===== src/rtl/aff_pkg.sv =====
`default_nettype none

package aff_pkg;

	localparam int SYMBOL_BITS = 8;
	localparam int WIDE_BITS   = 2 * SYMBOL_BITS;
	localparam int SIGN_BITS   = SYMBOL_BITS + 2;
	localparam int CNT_BITS    = $clog2(WIDE_BITS + 1);
	localparam int ADDR_BITS   = 4;
	localparam int DATA_BITS   = 32;

	typedef logic [SYMBOL_BITS-1:0] sym_t;

	localparam logic OP_ENC = 1'b0;
	localparam logic OP_DEC = 1'b1;

	localparam logic [1:0] ST_OK    = 2'd0;
	localparam logic [1:0] ST_RANGE = 2'd1;
	localparam logic [1:0] ST_NOINV = 2'd2;

	localparam logic [1:0] REG_MODULUS  = 2'd0;
	localparam logic [1:0] REG_KEY_MULT = 2'd1;
	localparam logic [1:0] REG_KEY_ADD  = 2'd2;

	localparam sym_t MODULUS_RST  = sym_t'(26);
	localparam sym_t KEY_MULT_RST = sym_t'(1);
	localparam sym_t KEY_ADD_RST  = sym_t'(0);

	typedef struct packed {
		logic opcode;
		sym_t symbol_in;
	} in_t;

	typedef struct packed {
		sym_t       symbol_out;
		logic [1:0] status;
	} out_t;

	typedef struct packed {
		sym_t modulus;
		sym_t key_mult;
		sym_t key_add;
	} cfg_t;

	typedef struct packed {
		logic                 start;
		logic                 half;
		logic [WIDE_BITS-1:0] dividend;
		sym_t                 divisor;
	} div_req_t;

	typedef struct packed {
		logic                 done;
		logic [WIDE_BITS-1:0] quot;
		sym_t                 rem;
	} div_rsp_t;

endpackage

`default_nettype wire


===== src/rtl/aff_cfg.sv =====
`default_nettype none

module aff_cfg import aff_pkg::*; (
	input  wire logic                 clk,
	input  wire logic                 arst_n,
	input  wire logic                 psel,
	input  wire logic                 penable,
	input  wire logic                 pwrite,
	input  wire logic [ADDR_BITS-1:0] paddr,
	input  wire logic [DATA_BITS-1:0] pwdata,
	output logic      [DATA_BITS-1:0] prdata,
	output logic                      pready,
	output cfg_t                      cfg
);

	sym_t       modulus_q;
	sym_t       key_mult_q;
	sym_t       key_add_q;
	logic [1:0] idx;
	logic       wr_en;

	assign idx    = paddr[3:2];
	assign wr_en  = psel && penable && pwrite;
	assign pready = 1'b1;

	always_ff @(posedge clk or negedge arst_n) begin
		if (!arst_n) begin
			modulus_q  <= MODULUS_RST;
			key_mult_q <= KEY_MULT_RST;
			key_add_q  <= KEY_ADD_RST;
		end else if (wr_en) begin
			unique case (idx)
				REG_MODULUS:  modulus_q  <= pwdata[SYMBOL_BITS-1:0];
				REG_KEY_MULT: key_mult_q <= pwdata[SYMBOL_BITS-1:0];
				REG_KEY_ADD:  key_add_q  <= pwdata[SYMBOL_BITS-1:0];
				default: ;
			endcase
		end
	end

	always_comb begin
		prdata = '0;
		unique case (idx)
			REG_MODULUS:  prdata[SYMBOL_BITS-1:0] = modulus_q;
			REG_KEY_MULT: prdata[SYMBOL_BITS-1:0] = key_mult_q;
			REG_KEY_ADD:  prdata[SYMBOL_BITS-1:0] = key_add_q;
			default:      prdata = '0;
		endcase
	end

	assign cfg.modulus  = modulus_q;
	assign cfg.key_mult = key_mult_q;
	assign cfg.key_add  = key_add_q;

endmodule

`default_nettype wire


===== src/rtl/aff_div.sv =====
`default_nettype none

module aff_div import aff_pkg::*; (
	input  wire logic     clk,
	input  wire logic     arst_n,
	input  wire div_req_t req,
	output div_rsp_t      rsp
);

	logic                 busy_q;
	logic                 done_q;
	logic [CNT_BITS-1:0]  cnt_q;
	logic [WIDE_BITS-1:0] dvd_q;
	logic [WIDE_BITS-1:0] quo_q;
	sym_t                 rem_q;
	sym_t                 dvs_q;
	logic [SYMBOL_BITS:0] trial;
	logic [SYMBOL_BITS:0] diff;
	logic                 ge;

	// Restoring division: one quotient bit per cycle. The partial remainder
	// stays below the divisor, so one compare and subtract suffices.
	assign trial = {rem_q, dvd_q[WIDE_BITS-1]};
	assign ge    = trial >= {1'b0, dvs_q};
	assign diff  = trial - {1'b0, dvs_q};

	always_ff @(posedge clk or negedge arst_n) begin
		if (!arst_n) begin
			busy_q <= 1'b0;
			done_q <= 1'b0;
			cnt_q  <= '0;
		end else begin
			done_q <= 1'b0;
			if (req.start) begin
				busy_q <= 1'b1;
				cnt_q  <= req.half ? CNT_BITS'(SYMBOL_BITS) : CNT_BITS'(WIDE_BITS);
			end else if (busy_q) begin
				cnt_q <= cnt_q - 1'b1;
				if (cnt_q == CNT_BITS'(1)) begin
					busy_q <= 1'b0;
					done_q <= 1'b1;
				end
			end
		end
	end

	always_ff @(posedge clk) begin
		if (req.start) begin
			// A short operand is moved to the top so that only its bits are walked.
			dvd_q <= req.half ? {req.dividend[SYMBOL_BITS-1:0], {SYMBOL_BITS{1'b0}}}
			                  : req.dividend;
			dvs_q <= req.divisor;
			quo_q <= '0;
			rem_q <= '0;
		end else if (busy_q) begin
			dvd_q <= {dvd_q[WIDE_BITS-2:0], 1'b0};
			quo_q <= {quo_q[WIDE_BITS-2:0], ge};
			rem_q <= ge ? diff[SYMBOL_BITS-1:0] : trial[SYMBOL_BITS-1:0];
		end
	end

	assign rsp.done = done_q;
	assign rsp.quot = quo_q;
	assign rsp.rem  = rem_q;

	a_start_idle: assert property (@(posedge clk) disable iff (!arst_n)
		req.start |-> !busy_q)
		else $error("divider started while busy");

	a_done_pulse: assert property (@(posedge clk) disable iff (!arst_n)
		done_q |=> !done_q)
		else $error("divider done held for more than one cycle");

	a_rem_bound: assert property (@(posedge clk) disable iff (!arst_n)
		(busy_q && !req.start && $past(busy_q)) |-> rem_q < dvs_q)
		else $error("partial remainder not below divisor");

endmodule

`default_nettype wire


===== src/rtl/aff_core.sv =====
`default_nettype none

module aff_core import aff_pkg::*; (
	input  wire logic     clk,
	input  wire logic     arst_n,
	input  wire cfg_t     cfg,
	input  wire logic     in_valid,
	output logic          in_ready,
	input  wire in_t      in_data,
	output logic          out_valid,
	input  wire logic     out_ready,
	output out_t          out_data,
	output div_req_t      div_req,
	input  wire div_rsp_t div_rsp
);

	localparam int PROD_BITS = 2 * SYMBOL_BITS + 3;

	typedef enum logic [9:0] {
		S_IDLE     = 10'b0000000001,
		S_RED_A    = 10'b0000000010,
		S_RED_B    = 10'b0000000100,
		S_EU_CHK   = 10'b0000001000,
		S_EU_DIV   = 10'b0000010000,
		S_EU_UPD   = 10'b0000100000,
		S_MUL      = 10'b0001000000,
		S_FIN_WAIT = 10'b0010000000,
		S_OUT      = 10'b0100000000,
		S_SPARE    = 10'b1000000000
	} state_t;

	state_t                       state_q;
	logic                         start_q;
	logic                         half_q;
	logic [WIDE_BITS-1:0]         dvd_q;
	sym_t                         dvs_q;
	logic                         op_q;
	sym_t                         x_q;
	sym_t                         a_q;
	sym_t                         b_q;
	sym_t                         r1_q;
	sym_t                         r2_q;
	logic signed [SIGN_BITS-1:0]  s1_q;
	logic signed [SIGN_BITS-1:0]  s2_q;
	logic signed [PROD_BITS-1:0]  qs_q;
	sym_t                         mul_a_q;
	sym_t                         mul_b_q;
	sym_t                         add_q;
	sym_t                         res_q;
	logic [1:0]                   status_q;

	logic                         range_err;
	logic signed [PROD_BITS-1:0]  qs_w;
	logic signed [PROD_BITS-1:0]  s_new_w;
	logic signed [SIGN_BITS-1:0]  m_s;
	logic signed [SIGN_BITS-1:0]  inv_s;
	logic [SYMBOL_BITS:0]         d_sum;
	logic [SYMBOL_BITS:0]         d_fix;
	logic [WIDE_BITS-1:0]         prod_w;

	assign range_err = in_data.symbol_in >= cfg.modulus;

	assign qs_w    = $signed({1'b0, div_rsp.quot[SYMBOL_BITS-1:0]}) * s2_q;
	assign s_new_w = $signed({{(PROD_BITS-SIGN_BITS){s1_q[SIGN_BITS-1]}}, s1_q}) - qs_q;

	// Bezout coefficient folded into the least non-negative residue.
	assign m_s = $signed({2'b00, cfg.modulus});
	always_comb begin
		if (s1_q < 0) begin
			inv_s = s1_q + m_s;
		end else if (s1_q >= m_s) begin
			inv_s = s1_q - m_s;
		end else begin
			inv_s = s1_q;
		end
	end

	// Both x and b lie below m, so x + m - b is in (0, 2m).
	assign d_sum = {1'b0, x_q} + {1'b0, cfg.modulus} - {1'b0, b_q};
	assign d_fix = (d_sum >= {1'b0, cfg.modulus}) ? d_sum - {1'b0, cfg.modulus} : d_sum;

	assign prod_w = {{SYMBOL_BITS{1'b0}}, mul_a_q} * {{SYMBOL_BITS{1'b0}}, mul_b_q}
	              + {{SYMBOL_BITS{1'b0}}, add_q};

	always_ff @(posedge clk or negedge arst_n) begin
		if (!arst_n) begin
			state_q <= S_IDLE;
			start_q <= 1'b0;
		end else begin
			start_q <= 1'b0;
			unique case (state_q)
				S_IDLE: begin
					if (in_valid) begin
						if (range_err) begin
							state_q <= S_OUT;
						end else begin
							start_q <= 1'b1;
							state_q <= S_RED_A;
						end
					end
				end
				S_RED_A: begin
					if (div_rsp.done) begin
						start_q <= 1'b1;
						state_q <= S_RED_B;
					end
				end
				S_RED_B: begin
					if (div_rsp.done) begin
						state_q <= (op_q == OP_ENC) ? S_MUL : S_EU_CHK;
					end
				end
				S_EU_CHK: begin
					if (r2_q == '0) begin
						state_q <= (r1_q == sym_t'(1)) ? S_MUL : S_OUT;
					end else begin
						start_q <= 1'b1;
						state_q <= S_EU_DIV;
					end
				end
				S_EU_DIV: begin
					if (div_rsp.done) begin
						state_q <= S_EU_UPD;
					end
				end
				S_EU_UPD: state_q <= S_EU_CHK;
				S_MUL: begin
					start_q <= 1'b1;
					state_q <= S_FIN_WAIT;
				end
				S_FIN_WAIT: begin
					if (div_rsp.done) begin
						state_q <= S_OUT;
					end
				end
				S_OUT: begin
					if (out_ready) begin
						state_q <= S_IDLE;
					end
				end
				default: state_q <= S_IDLE;
			endcase
		end
	end

	always_ff @(posedge clk) begin
		unique case (state_q)
			S_IDLE: begin
				if (in_valid) begin
					op_q     <= in_data.opcode;
					x_q      <= in_data.symbol_in;
					dvd_q    <= {{SYMBOL_BITS{1'b0}}, cfg.key_mult};
					dvs_q    <= cfg.modulus;
					half_q   <= 1'b1;
					res_q    <= '0;
					status_q <= range_err ? ST_RANGE : ST_OK;
				end
			end
			S_RED_A: begin
				if (div_rsp.done) begin
					a_q   <= div_rsp.rem;
					dvd_q <= {{SYMBOL_BITS{1'b0}}, cfg.key_add};
				end
			end
			S_RED_B: begin
				if (div_rsp.done) begin
					b_q     <= div_rsp.rem;
					mul_a_q <= a_q;
					mul_b_q <= x_q;
					add_q   <= div_rsp.rem;
					r1_q    <= a_q;
					r2_q    <= cfg.modulus;
					s1_q    <= SIGN_BITS'(1);
					s2_q    <= '0;
				end
			end
			S_EU_CHK: begin
				if (r2_q == '0) begin
					if (r1_q == sym_t'(1)) begin
						mul_a_q <= inv_s[SYMBOL_BITS-1:0];
						mul_b_q <= d_fix[SYMBOL_BITS-1:0];
						add_q   <= '0;
					end else begin
						status_q <= ST_NOINV;
					end
				end else begin
					dvd_q  <= {{SYMBOL_BITS{1'b0}}, r1_q};
					dvs_q  <= r2_q;
					half_q <= 1'b1;
				end
			end
			S_EU_DIV: begin
				if (div_rsp.done) begin
					r1_q <= r2_q;
					r2_q <= div_rsp.rem;
					qs_q <= qs_w;
				end
			end
			S_EU_UPD: begin
				s1_q <= s2_q;
				s2_q <= s_new_w[SIGN_BITS-1:0];
			end
			S_MUL: begin
				dvd_q  <= prod_w;
				dvs_q  <= cfg.modulus;
				half_q <= 1'b0;
			end
			S_FIN_WAIT: begin
				if (div_rsp.done) begin
					res_q <= div_rsp.rem;
				end
			end
			default: ;
		endcase
	end

	assign in_ready  = (state_q == S_IDLE);
	assign out_valid = (state_q == S_OUT);

	assign out_data.symbol_out = res_q;
	assign out_data.status     = status_q;

	assign div_req.start    = start_q;
	assign div_req.half     = half_q;
	assign div_req.dividend = dvd_q;
	assign div_req.divisor  = dvs_q;

	a_err_zero: assert property (@(posedge clk) disable iff (!arst_n)
		(out_valid && out_data.status != ST_OK) |-> out_data.symbol_out == '0)
		else $error("flagged result carries a nonzero symbol");

	a_one_item: assert property (@(posedge clk) disable iff (!arst_n)
		!(in_ready && out_valid))
		else $error("input taken while a result is pending");

endmodule

`default_nettype wire


===== src/rtl/affine_cipher_symbol.sv =====
// Affine cipher on one symbol: encrypt (a*x+b) mod m, decrypt inv(a)*(y-b) mod m.
// Sequence: key_mult and key_add are reduced mod m, then the product is reduced mod m;
// decrypt runs extended Euclid steps in between, each a divider pass and a coefficient update.
// Throughput: one item at a time; every division, and the mod-m reduction of the keys and of the
// final product, goes through one shared restoring divider that yields one quotient bit per cycle.
// Reset: arst_n clears the sequencer and loads modulus 26, key_mult 1, key_add 0.
`default_nettype none

module affine_cipher_symbol import aff_pkg::*; (
	input  wire logic                 clk,
	input  wire logic                 arst_n,
	input  wire logic                 psel,
	input  wire logic                 penable,
	input  wire logic                 pwrite,
	input  wire logic [ADDR_BITS-1:0] paddr,
	input  wire logic [DATA_BITS-1:0] pwdata,
	output logic      [DATA_BITS-1:0] prdata,
	output logic                      pready,
	input  wire logic                 in_valid,
	output logic                      in_ready,
	input  wire in_t                  in_data,
	output logic                      out_valid,
	input  wire logic                 out_ready,
	output out_t                      out_data
);

	cfg_t     cfg;
	div_req_t div_req;
	div_rsp_t div_rsp;

	aff_cfg u_cfg (
		.clk     (clk),
		.arst_n  (arst_n),
		.psel    (psel),
		.penable (penable),
		.pwrite  (pwrite),
		.paddr   (paddr),
		.pwdata  (pwdata),
		.prdata  (prdata),
		.pready  (pready),
		.cfg     (cfg)
	);

	aff_div u_div (
		.clk    (clk),
		.arst_n (arst_n),
		.req    (div_req),
		.rsp    (div_rsp)
	);

	aff_core u_core (
		.clk       (clk),
		.arst_n    (arst_n),
		.cfg       (cfg),
		.in_valid  (in_valid),
		.in_ready  (in_ready),
		.in_data   (in_data),
		.out_valid (out_valid),
		.out_ready (out_ready),
		.out_data  (out_data),
		.div_req   (div_req),
		.div_rsp   (div_rsp)
	);

endmodule

`default_nettype wire

===== config.mk =====
export PLATFORM = sky130hd
export DESIGN_NAME = affine_cipher_symbol
export DESIGN_NICKNAME = d
export VERILOG_FILES = /design/src/rtl/aff_pkg.sv /design/src/rtl/aff_cfg.sv /design/src/rtl/aff_div.sv /design/src/rtl/aff_core.sv /design/src/rtl/affine_cipher_symbol.sv
export SDC_FILE = /design/constraint.sdc
export NUM_CORES = 1
export LEC_CHECK = 0
export BUFFER_PORTS_ARGS = -buffer_cell sky130_fd_sc_hd__buf_4
export CORE_AREA = 2 2 167 169
export CTS_CLUSTER_DIAMETER = 80
export DETAILED_ROUTE_END_ITERATION = 16
export DIE_AREA = 0 0 169 171
export PLACE_DENSITY = 0.74
export SLEW_MARGIN = 25
export SYNTH_ARGS = -nofsm -noshare
export SYNTH_HDL_FRONTEND = slang
export SYNTH_SLANG_ARGS = --single-unit

===== constraint.sdc =====
create_clock -name clk -period 5.8 [get_ports clk]
set_input_delay 0.58 -clock clk [delete_from_list [all_inputs] [get_ports clk]]
set_output_delay 0.58 -clock clk [all_outputs]
set_load 0.01 [all_outputs]

==> results of run 1 <==
layer usage:
metal,global-route usage,vias up
li1,-,4976
met1,0.3107,5019
met2,0.4068,278
met3,0.02545,61
met4,0.06763,0
met5,0,-
area by class of cell:
| cell class | instances | share of cell area |
|---|---|---|
| Sequential cell | 211 | 0.3651 |
| Timing Repair Buffer | 55 | 0.02521 |
| Clock buffer | 35 | 0.04355 |
| Tap cell | 346 | 0.02643 |
| Multi-Input combinational cell | 1019 | 0.4921 |
| Clock inverter | 9 | 0.004202 |
| Inverter | 189 | 0.04340 |
worst paths after layout:
kind                                           startpoint                           to  slack [ps]
max                        u_cfg.modulus_q[1]$_DFFE_PN1P_  u_core.mul_b_q[3]$_DFFE_PP_        1000
min                                                arst_n   u_div.cnt_q[2]$_DFFE_PN0P_          40
max reg2reg                u_cfg.modulus_q[1]$_DFFE_PN1P_  u_core.mul_b_q[3]$_DFFE_PP_        1000
min reg2reg                     u_core.dvs_q[5]$_DFFE_PP_     u_div.dvs_q[5]$_DFFE_PP_         420
max in group asynchronous                          arst_n     u_core.start_q$_DFF_PN0_        5330
min in group clk                               in_data[8]        u_core.op_q$_DFFE_PP_         240
through the flow:
stage,utilization,area (sq um)
2_1_floorplan,-,15140
3_3_place_gp,0.5704,15590
3_5_place_dp,0.5704,15590
4_1_cts,0.5990,16370
5_1_grt,0.5994,16380
6_report,0.5994,16380
kinds of logic after synthesis:
logic type	share of synthesized area
xor+xnor	0.03723
simple gates	0.1434
mux	0.04746
other cells	0.0004989
fa+ha+maj	0.2016
compound gates	0.09857
buf+inv	0.07422
flops	0.3970
power by group:
part           switching, mW  internal [mW]  total (mW)
logic                   2.07           1.69        3.76
clock network          0.616          0.858        1.47
registers              0.352           2.18        2.53
total                   3.04           4.73        7.77
state kept, by name (all words and copies together), names as in the netlist, 9 cells and up:
name            count
u_core.dvd_q       16
u_core.s2_q        10
u_core.qs_q        10
u_core.state_q      9
u_core.s1_q        10
u_div.dvd_q        16
worst max-delay path, stage by stage, from the launching register on:
cell,delay (ps)
dfstp_2,630
inv_1,290
fa_1,620
inv_1,70
ha_1,320
a211oi_1,290
o21ai_0,170
a21o_1,180
a21oi_1,170
xnor2_1,170
ha_1,290
and4_1,210
a31oi_1,180
nand2b_1,80
a21o_1,210
a21oi_4,320
mux2i_1,230
o21ai_1,90
cells in the mapped netlist, drive strengths merged, types with 13 or more instances:
| cell type | instances | share of area |
|---|---|---|
| o21a | 13 | 0.0065 |
| o21ai | 75 | 0.025 |
| mux2i | 32 | 0.021 |
| dfxtp | 16 | 0.021 |
| nand2 | 151 | 0.038 |
| mux2 | 35 | 0.026 |
| xnor2 | 43 | 0.025 |
| nor2 | 96 | 0.024 |
| clkbuf | 23 | 0.0064 |
| a21oi | 52 | 0.018 |
| and2 | 93 | 0.039 |
| inv | 187 | 0.047 |
| nor3 | 22 | 0.0076 |
| xor2 | 21 | 0.012 |
| edfxtp | 154 | 0.31 |
| fa | 81 | 0.11 |
| buf | 45 | 0.021 |
| dfrtp | 36 | 0.060 |
| ha | 113 | 0.094 |
| nand2b | 15 | 0.0062 |
placed cells by master, fill, tap and decap left out, types with 25 or more instances in the layout:
cell type	n
ha_1	113
xnor2_1	43
fa_1	81
mux2_2	33
inv_1	186
and2_1	91
nand2_1	149
a21oi_1	50
mux2i_1	32
o21ai_0	62
conb_1	25
clkbuf_16	25
nor2_1	96
edfxtp_1	154
buf_4	55
dfrtp_1	34
==> metrics.txt, run 1 <==
Seq cells post-synth=211; Die H=171 um; Routed Antenna Nets=0; Synth Instances=1,464; Worst VDD drop=970.2 uV; drt total wl=33.07 mm; ys flop type=edfxtp_1; Final Skew=15.32 ps; Worst-path clk slew=60 ps; type of the worst min-delay path=input port to async pin; DR WL met3=1.763 mm; H-tree levels=1; maximum clock rate=208.2 MHz; Total Power=7.772 mW; share of cells above drive strength 1=0.1074; DRC=0; clock sink total=211; Setup CP Type=flop to flop; ANT cells=0; final net count=1,746; die area=28,900 sq um; Max Slew Vio Count=0; type of origin of the critical path=flop; Worst R2R Path Depth=17; clock buffer depth=3; Die Wd=169 um; CTS tree=yes; initial antenna violation count=0; gp weighted congestion=0.8723; Vias=10,330; # placed instances=1,820; synthesized area per cell=10.28 sq um; Post-Syn Area=15,050 sq um; post-CTS setup repair buffer count=0; io pins=97; RSZ-0062 raised after global routing=false; post-cts sizing count=0; DR WL/cell=17.74 um; WP data required=6040 ps; critical-path maximum fanout=8; Starting Density=0.5510; GRT Residual Overflow=0; post-DR vias/cell=5.544; total track usage=0.2334; WP data arrival=5050 ps; Pre-antenna DRT Iters=5; Fillers=2,213; Max-Cap Viols=0; area of the multi-input gates=8059 sq um; Min Hold Slack=39.40 ps; clock root cell=clkbuf_16; cell area power density=474.5 nW/um^2; Std-Cell Rows=61; first-pass GRT wire length=52.96 mm; Slew headroom=0.3536; Post-synth ARST share=0.1943; # port buffers=45; Fin Setup TNS=0 ps; Seq/Total Area, Yosys=0.3970; EDFF count, synth=154; Final Cycle Share=0.8281; Yosys cell types=87; vias in the first global route=10,060; met2 routed WL=16.29 mm; Core Region=27,320 sq um; Fin. Hold Viols=0; final worst slack=997.2 ps; area grow syn2layout=8.785%; detailed placer's ending HPWL=25.49 mm; clk_lat worst skew=530 ps; outcome=complete, no violations; Lkg Pwr=7.162 nW; hold_buf cts=0; largest net degree at the start of global routing=57; Final Non-Filler Cells=1,864; Syn. warnings=0; crit end category=flop; initial DRC count=776; post-placement worst setup slack=1031 ps; top sig layer=met4; Setup violations, final=0; Num CTS Buffers=24; wire length on met1=14.15 mm; slew of the pin with the lowest slew margin=964.5 ps; final worst path period need=4803 ps; register area=5979 sq um
Note: power is estimated with default switching activity, not from simulation.
==> run 2, diff against run 1 <==
- PLACE_DENSITY: 0.74 -> 0.77
- clock period: 5.8 -> 4.1 ns (I/O delays scaled with it)
==> metrics.txt, run 2 (synthesis results as in run 1) <==
outcome=finished, violations left; violated checks=negative setup slack; most frequent cells in the layout=178 x inv_1, 154 x edfxtp_1, 148 x nand2_1; GR Layer Usage met2=0.4467; Reg power frac=0.302; dpl cell area=16,160 sq um; Min Hold Slack=78.50 ps; detailed placer's ending HPWL=27.09 mm; CTS tree=yes; clock power share=0.179; Slew headroom=0.4013; Comb pwr share=0.519; Num CTS Buffers=24; io pins=97; share of cells above drive strength 1=0.1947; cell area after layout=17,420 sq um; cell area power density=675.7 nW/um^2; CP startpoint=u_core.mul_a_q[6]$_DFFE_PP_; Starting Density=0.5510; P_int=7.135 mW; Switching Share=0.3939; gp weighted congestion=0.9054; GR peak layer=met2; initial antenna violation count=0; Max-Cap Viols=0; type of the worst min-delay path=input port to flop; final net count=1,836; reg2reg start=u_core.mul_a_q[6]$_DFFE_PP_; clock buffer depth=3; Worst-path clk slew=70 ps; drt total wl=36.01 mm; Die Wd=169 um; critical-path maximum fanout=5; HP Start=in_data[8]; Worst VDD drop=1252 uV; clk_lat worst skew=530 ps; Final Cycle Share=1.052; Fillers=2,047; Switch Pwr=4.637 mW; Setup CP Type=flop to flop; Largest regs=u_core.dvd_q: 16 flops, u_div.dvd_q: 16 flops; final worst path period need=4312 ps; post-DR vias/cell=5.627; most common cell after layout, fill and taps aside=inv_1; Max Slew Vio Count=0; H-tree levels=1; clock sink total=211; slew of the pin with the lowest slew margin=894.7 ps; total track usage=0.2507; Fin Setup TNS=-1373 ps; ANT cells=0; Total Power=11.77 mW; Routed Antenna Nets=0; area grow syn2layout=15.73%; Final Skew=27.39 ps; GRT Residual Overflow=0; Vias=11,000; clock root cell=clkbuf_16; largest net degree at the start of global routing=46; RSZ-0062 raised after global routing=true; Fin. Hold Viols=0; DR WL/cell=18.43 um; reg2reg setup slack=-210 ps; WP data required=4340 ps; DRC=0; first-pass GRT wire length=56.97 mm; final worst slack=-212.3 ps; Pre-antenna DRT Iters=5; Lkg Pwr=7.660 nW; initial DRC count=961; crit end category=flop; Final Util=0.6377; Core Region=27,320 sq um; Std-Cell Rows=61; Setup violations, final=13; vias in the first global route=11,110; WP data arrival=4550 ps; maximum clock rate=231.9 MHz; M3 GR Usage=0.03655; Die H=171 um; grt met1 use=0.3134; die area=28,900 sq um; # port buffers=45; type of origin of the critical path=flop
[run 2: cell count changes in the layout (fill, tap and decap cells not counted), moves of 4 or more]
cell,before,now
ha_4,0,7
fa_2,0,6
and2_1,91,84
buf_4,55,140
and2_4,1,8
a21oi_2,1,7
inv_1,186,178
buf_6,0,4
xnor2_2,0,5
inv_2,1,8
a21oi_1,50,42
ha_1,113,103
fa_1,81,75
xnor2_1,43,38
[run 2: what timing repair did]
action	in CTS	in global routing
pin swaps	32	36
endpoints found under the setup margin	14	20
gates resized for setup	27	37
buffers inserted	14	11
endpoints found under the hold margin	36	0
hold buffers	1	0
[run 2: layout make-up]
class | count | area [sq um] | area share
inverters | 189 | 714.4 | 0.04101
well taps | 346 | 432.9 | 0.02485
flip-flops and latches | 211 | 5978 | 0.3431
repair buffers | 145 | 1106 | 0.06348
multi-input cells | 1019 | 8411 | 0.4827
clock inverters | 9 | 88.84 | 0.005099
clock buffers | 35 | 691.9 | 0.03971
[run 2: power by group through the flow]
stage	registers (mW)	clock network, mW	logic, mW
4_1_cts	3.55	2.13	6.02
3_5_place_dp	3.58	0	5.81
3_3_place_gp	3.57	0	5.54
5_1_grt	3.60	2.20	6.89
6_report	3.56	2.11	6.11
2_1_floorplan	3.35	0	4.28
[run 2: critical path, stage by stage, from the launching register on]
cell and delay [ps]:
edfxtp_1 500, nand2_2 100, fa_1 540, inv_1 50
fa_1 490, fa_1 520, inv_1 50, fa_1 490
inv_2 50, ha_4 230, o21a_1 140, a2111oi_4 310
nor3b_2 110, a31oi_1 210, xor2_1 160, nor2_1 50
[run 2: per-stage QoR]
step / worst slack (ps) / std cells
floorplan: 1.017 / 1487
global placement: -257.0 / 1885
detailed placement: -299.0 / 1885
CTS: -226.4 / 1943
global route: -395.4 / 1954
finish: -212.3 / 1954
[run 2: worst paths after layout]
| kind | endpoint | depth (start not counted) |
|---|---|---|
| worst max-delay path | u_core.dvd_q[14]$_DFFE_PP_ | 15 |
| worst min-delay path | u_core.op_q$_DFFE_PP_ | 1 |
| worst max register to register | u_core.dvd_q[14]$_DFFE_PP_ | 15 |
| worst min register to register | u_div.dvs_q[0]$_DFFE_PP_ | 0 |
| max in group asynchronous | u_core.start_q$_DFF_PN0_ | 2 |
| min in group asynchronous | u_div.cnt_q[4]$_DFFE_PN0P_ | 2 |
[run 2: routing by layer]
metal	vias up	part of all wire
met5	-	0
met4	0	0.032
met3	73	0.063
li1	5143	-
met1	5427	0.40
met2	352	0.51
==> run 3, diff against run 2 <==
- CORE_AREA: 2 2 167 169 -> 2 2 172 174
- DIE_AREA: 0 0 169 171 -> 0 0 174 176
- PLACE_DENSITY: 0.77 -> 0.7
- clock period: 4.1 -> 4.23 ns (I/O delays scaled with it)
==> metrics.txt, run 3 (synthesis results as in run 1) <==
GRT Residual Overflow=0; die area=30,620 sq um; total track usage=0.2370; share of cells above drive strength 1=0.2019; Num CTS Buffers=25; outcome=finished, violations left; WP data arrival=4540 ps; # placed instances=1,919; critical-path maximum fanout=5; met2 routed WL=17.85 mm; io pins=97; Core Region=28,550 sq um; clock root cell=clkbuf_16; crit path to=u_core.dvd_q[13]$_DFFE_PP_; Final Util=0.6155; Max Slew Vio Count=0; type of origin of the critical path=flop; area grow syn2layout=16.71%; Fillers=2,350; clock buffer depth=3; final net count=1,842; most frequent cells in the layout=172 x inv_1, 154 x edfxtp_1, 143 x nand2_1; type of the worst min-delay path=input port to flop; CTS tree=yes; Switch Pwr=4.408 mW; Setup violations, final=5; post-placement worst setup slack=-240.9 ps; wire length on met1=15.23 mm; H-tree levels=1; Die Wd=174 um; crit end category=flop; Vias=10,940; Final Non-Filler Cells=1,999; DR WL met3=2.003 mm; Largest regs=u_core.dvd_q: 16 flops, u_div.dvd_q: 16 flops; slew of the pin with the lowest slew margin=864.8 ps; post-DR vias/cell=5.473; Starting Density=0.5273; final worst path period need=4293 ps; initial DRC count=808; Min Hold Slack=80.73 ps; Final Cycle Share=1.015; Switching Share=0.3901; most common cell after layout, fill and taps aside=inv_1; Final Skew=22.41 ps; Setup CP Type=flop to flop; Slew headroom=0.4221; CP startpoint=u_core.mul_a_q[3]$_DFFE_PP_; Worst VDD drop=1433 uV; clock sink total=211; Std-Cell Rows=62; Worst-path clk slew=60 ps; largest net degree at the start of global routing=47; top sig layer=met4; detailed placer's ending HPWL=27.02 mm; Die H=176 um; initial antenna violation count=0; Worst R2R Path Depth=16; violated checks=negative setup slack; drt total wl=35.94 mm; clock power share=0.192; WP data required=4480 ps; RR Endpoint=u_core.dvd_q[13]$_DFFE_PP_; Max-Cap Viols=0; ANT cells=0; P_int=6.891 mW; cell area power density=643.1 nW/um^2; # port buffers=45; vias in the first global route=11,020; Pre-antenna DRT Iters=7; Routed Antenna Nets=0; Fin. Hold Viols=0; first-pass GRT wire length=57.64 mm; RSZ-0062 raised after global routing=true; gp weighted congestion=0.8559; reg2reg setup slack=-60 ps; Comb pwr share=0.505; Lkg Pwr=7.702 nW; DR WL/cell=17.98 um; final worst slack=-63.19 ps; Reg power frac=0.303; DRC=0; Fin Setup TNS=-197.8 ps; reg2reg start=u_core.mul_a_q[3]$_DFFE_PP_; clk_lat worst skew=540 ps; maximum clock rate=232.9 MHz
==> run 3: worst max-delay path: stages (launching register included) <==
cell and delay (ps):
edfxtp_1 440, buf_6 160, buf_6 110, and2_4 140, fa_1 470, fa_2 480
fa_1 500, inv_2 40, fa_2 520, inv_2 40, ha_4 260, o21a_1 160
o31ai_4 90, a21oi_2 220, a31oi_1 140, xor2_1 170, nor2_1 60
==> run 3: layout make-up <==
| type | count | area, sq um | share of cell area |
|---|---|---|---|
| Multi-Input combinational cell | 1019 | 8403 | 0.4782 |
| Sequential cell | 211 | 5978 | 0.3402 |
| Tap cell | 384 | 480.5 | 0.02734 |
| Clock buffer | 30 | 644.4 | 0.03667 |
| Inverter | 189 | 710.7 | 0.04045 |
| Timing Repair Buffer | 150 | 1170 | 0.06658 |
| Clock inverter | 16 | 183.9 | 0.01047 |
==> run 3: timing repair <==
| item | 4_1_cts | 5_1_grt |
|---|---|---|
| gates resized for setup | 35 | 53 |
| endpoints found under the hold margin | 36 | 0 |
| setup endpoints to repair | 14 | 18 |
| pin swaps | 44 | 51 |
| hold buffers | 1 | 0 |
| setup buffers | 13 | 22 |
==> run 3: stage by stage <==
stage / instance area (sq um) / total power [mW]
6_report: 17570 / 11.30
3_3_place_gp: 16120 / 8.786
2_1_floorplan: 15190 / 7.385
4_1_cts: 17230 / 11.18
5_1_grt: 17570 / 12.26
3_5_place_dp: 16120 / 8.973
==> run 3: per-layer routing <==
metal,GRT usage,vias to the layer above
li1,-,5161
met1,0.3036,5411
met2,0.4213,300
met3,0.03338,68
met4,0.06688,0
met5,0,-
==> run 3: power groups by stage <==
stage | logic (mW) | clock network (mW) | registers, mW
floorplan | 4.14 | 0 | 3.24
global placement | 5.33 | 0 | 3.45
detailed placement | 5.51 | 0 | 3.46
CTS | 5.56 | 2.19 | 3.43
global route | 6.51 | 2.28 | 3.47
finish | 5.71 | 2.17 | 3.42
==> run 3: worst min-delay path by stage <==
stage                                          end  depth (start not counted)                 startpoint  slack, ps
floorplan           u_cfg.key_add_q[0]$_DFFE_PN0P_                          0                     arst_n        130
global placement          u_div.dvs_q[3]$_DFFE_PP_                          0  u_core.dvs_q[3]$_DFFE_PP_        400
detailed placement        u_div.dvs_q[1]$_DFFE_PP_                          0  u_core.dvs_q[1]$_DFFE_PP_        410
CTS                          u_core.op_q$_DFFE_PP_                          1                 in_data[8]         60
global route                 u_core.op_q$_DFFE_PP_                          1                 in_data[8]         60
finish                       u_core.op_q$_DFFE_PP_                          1                 in_data[8]         80
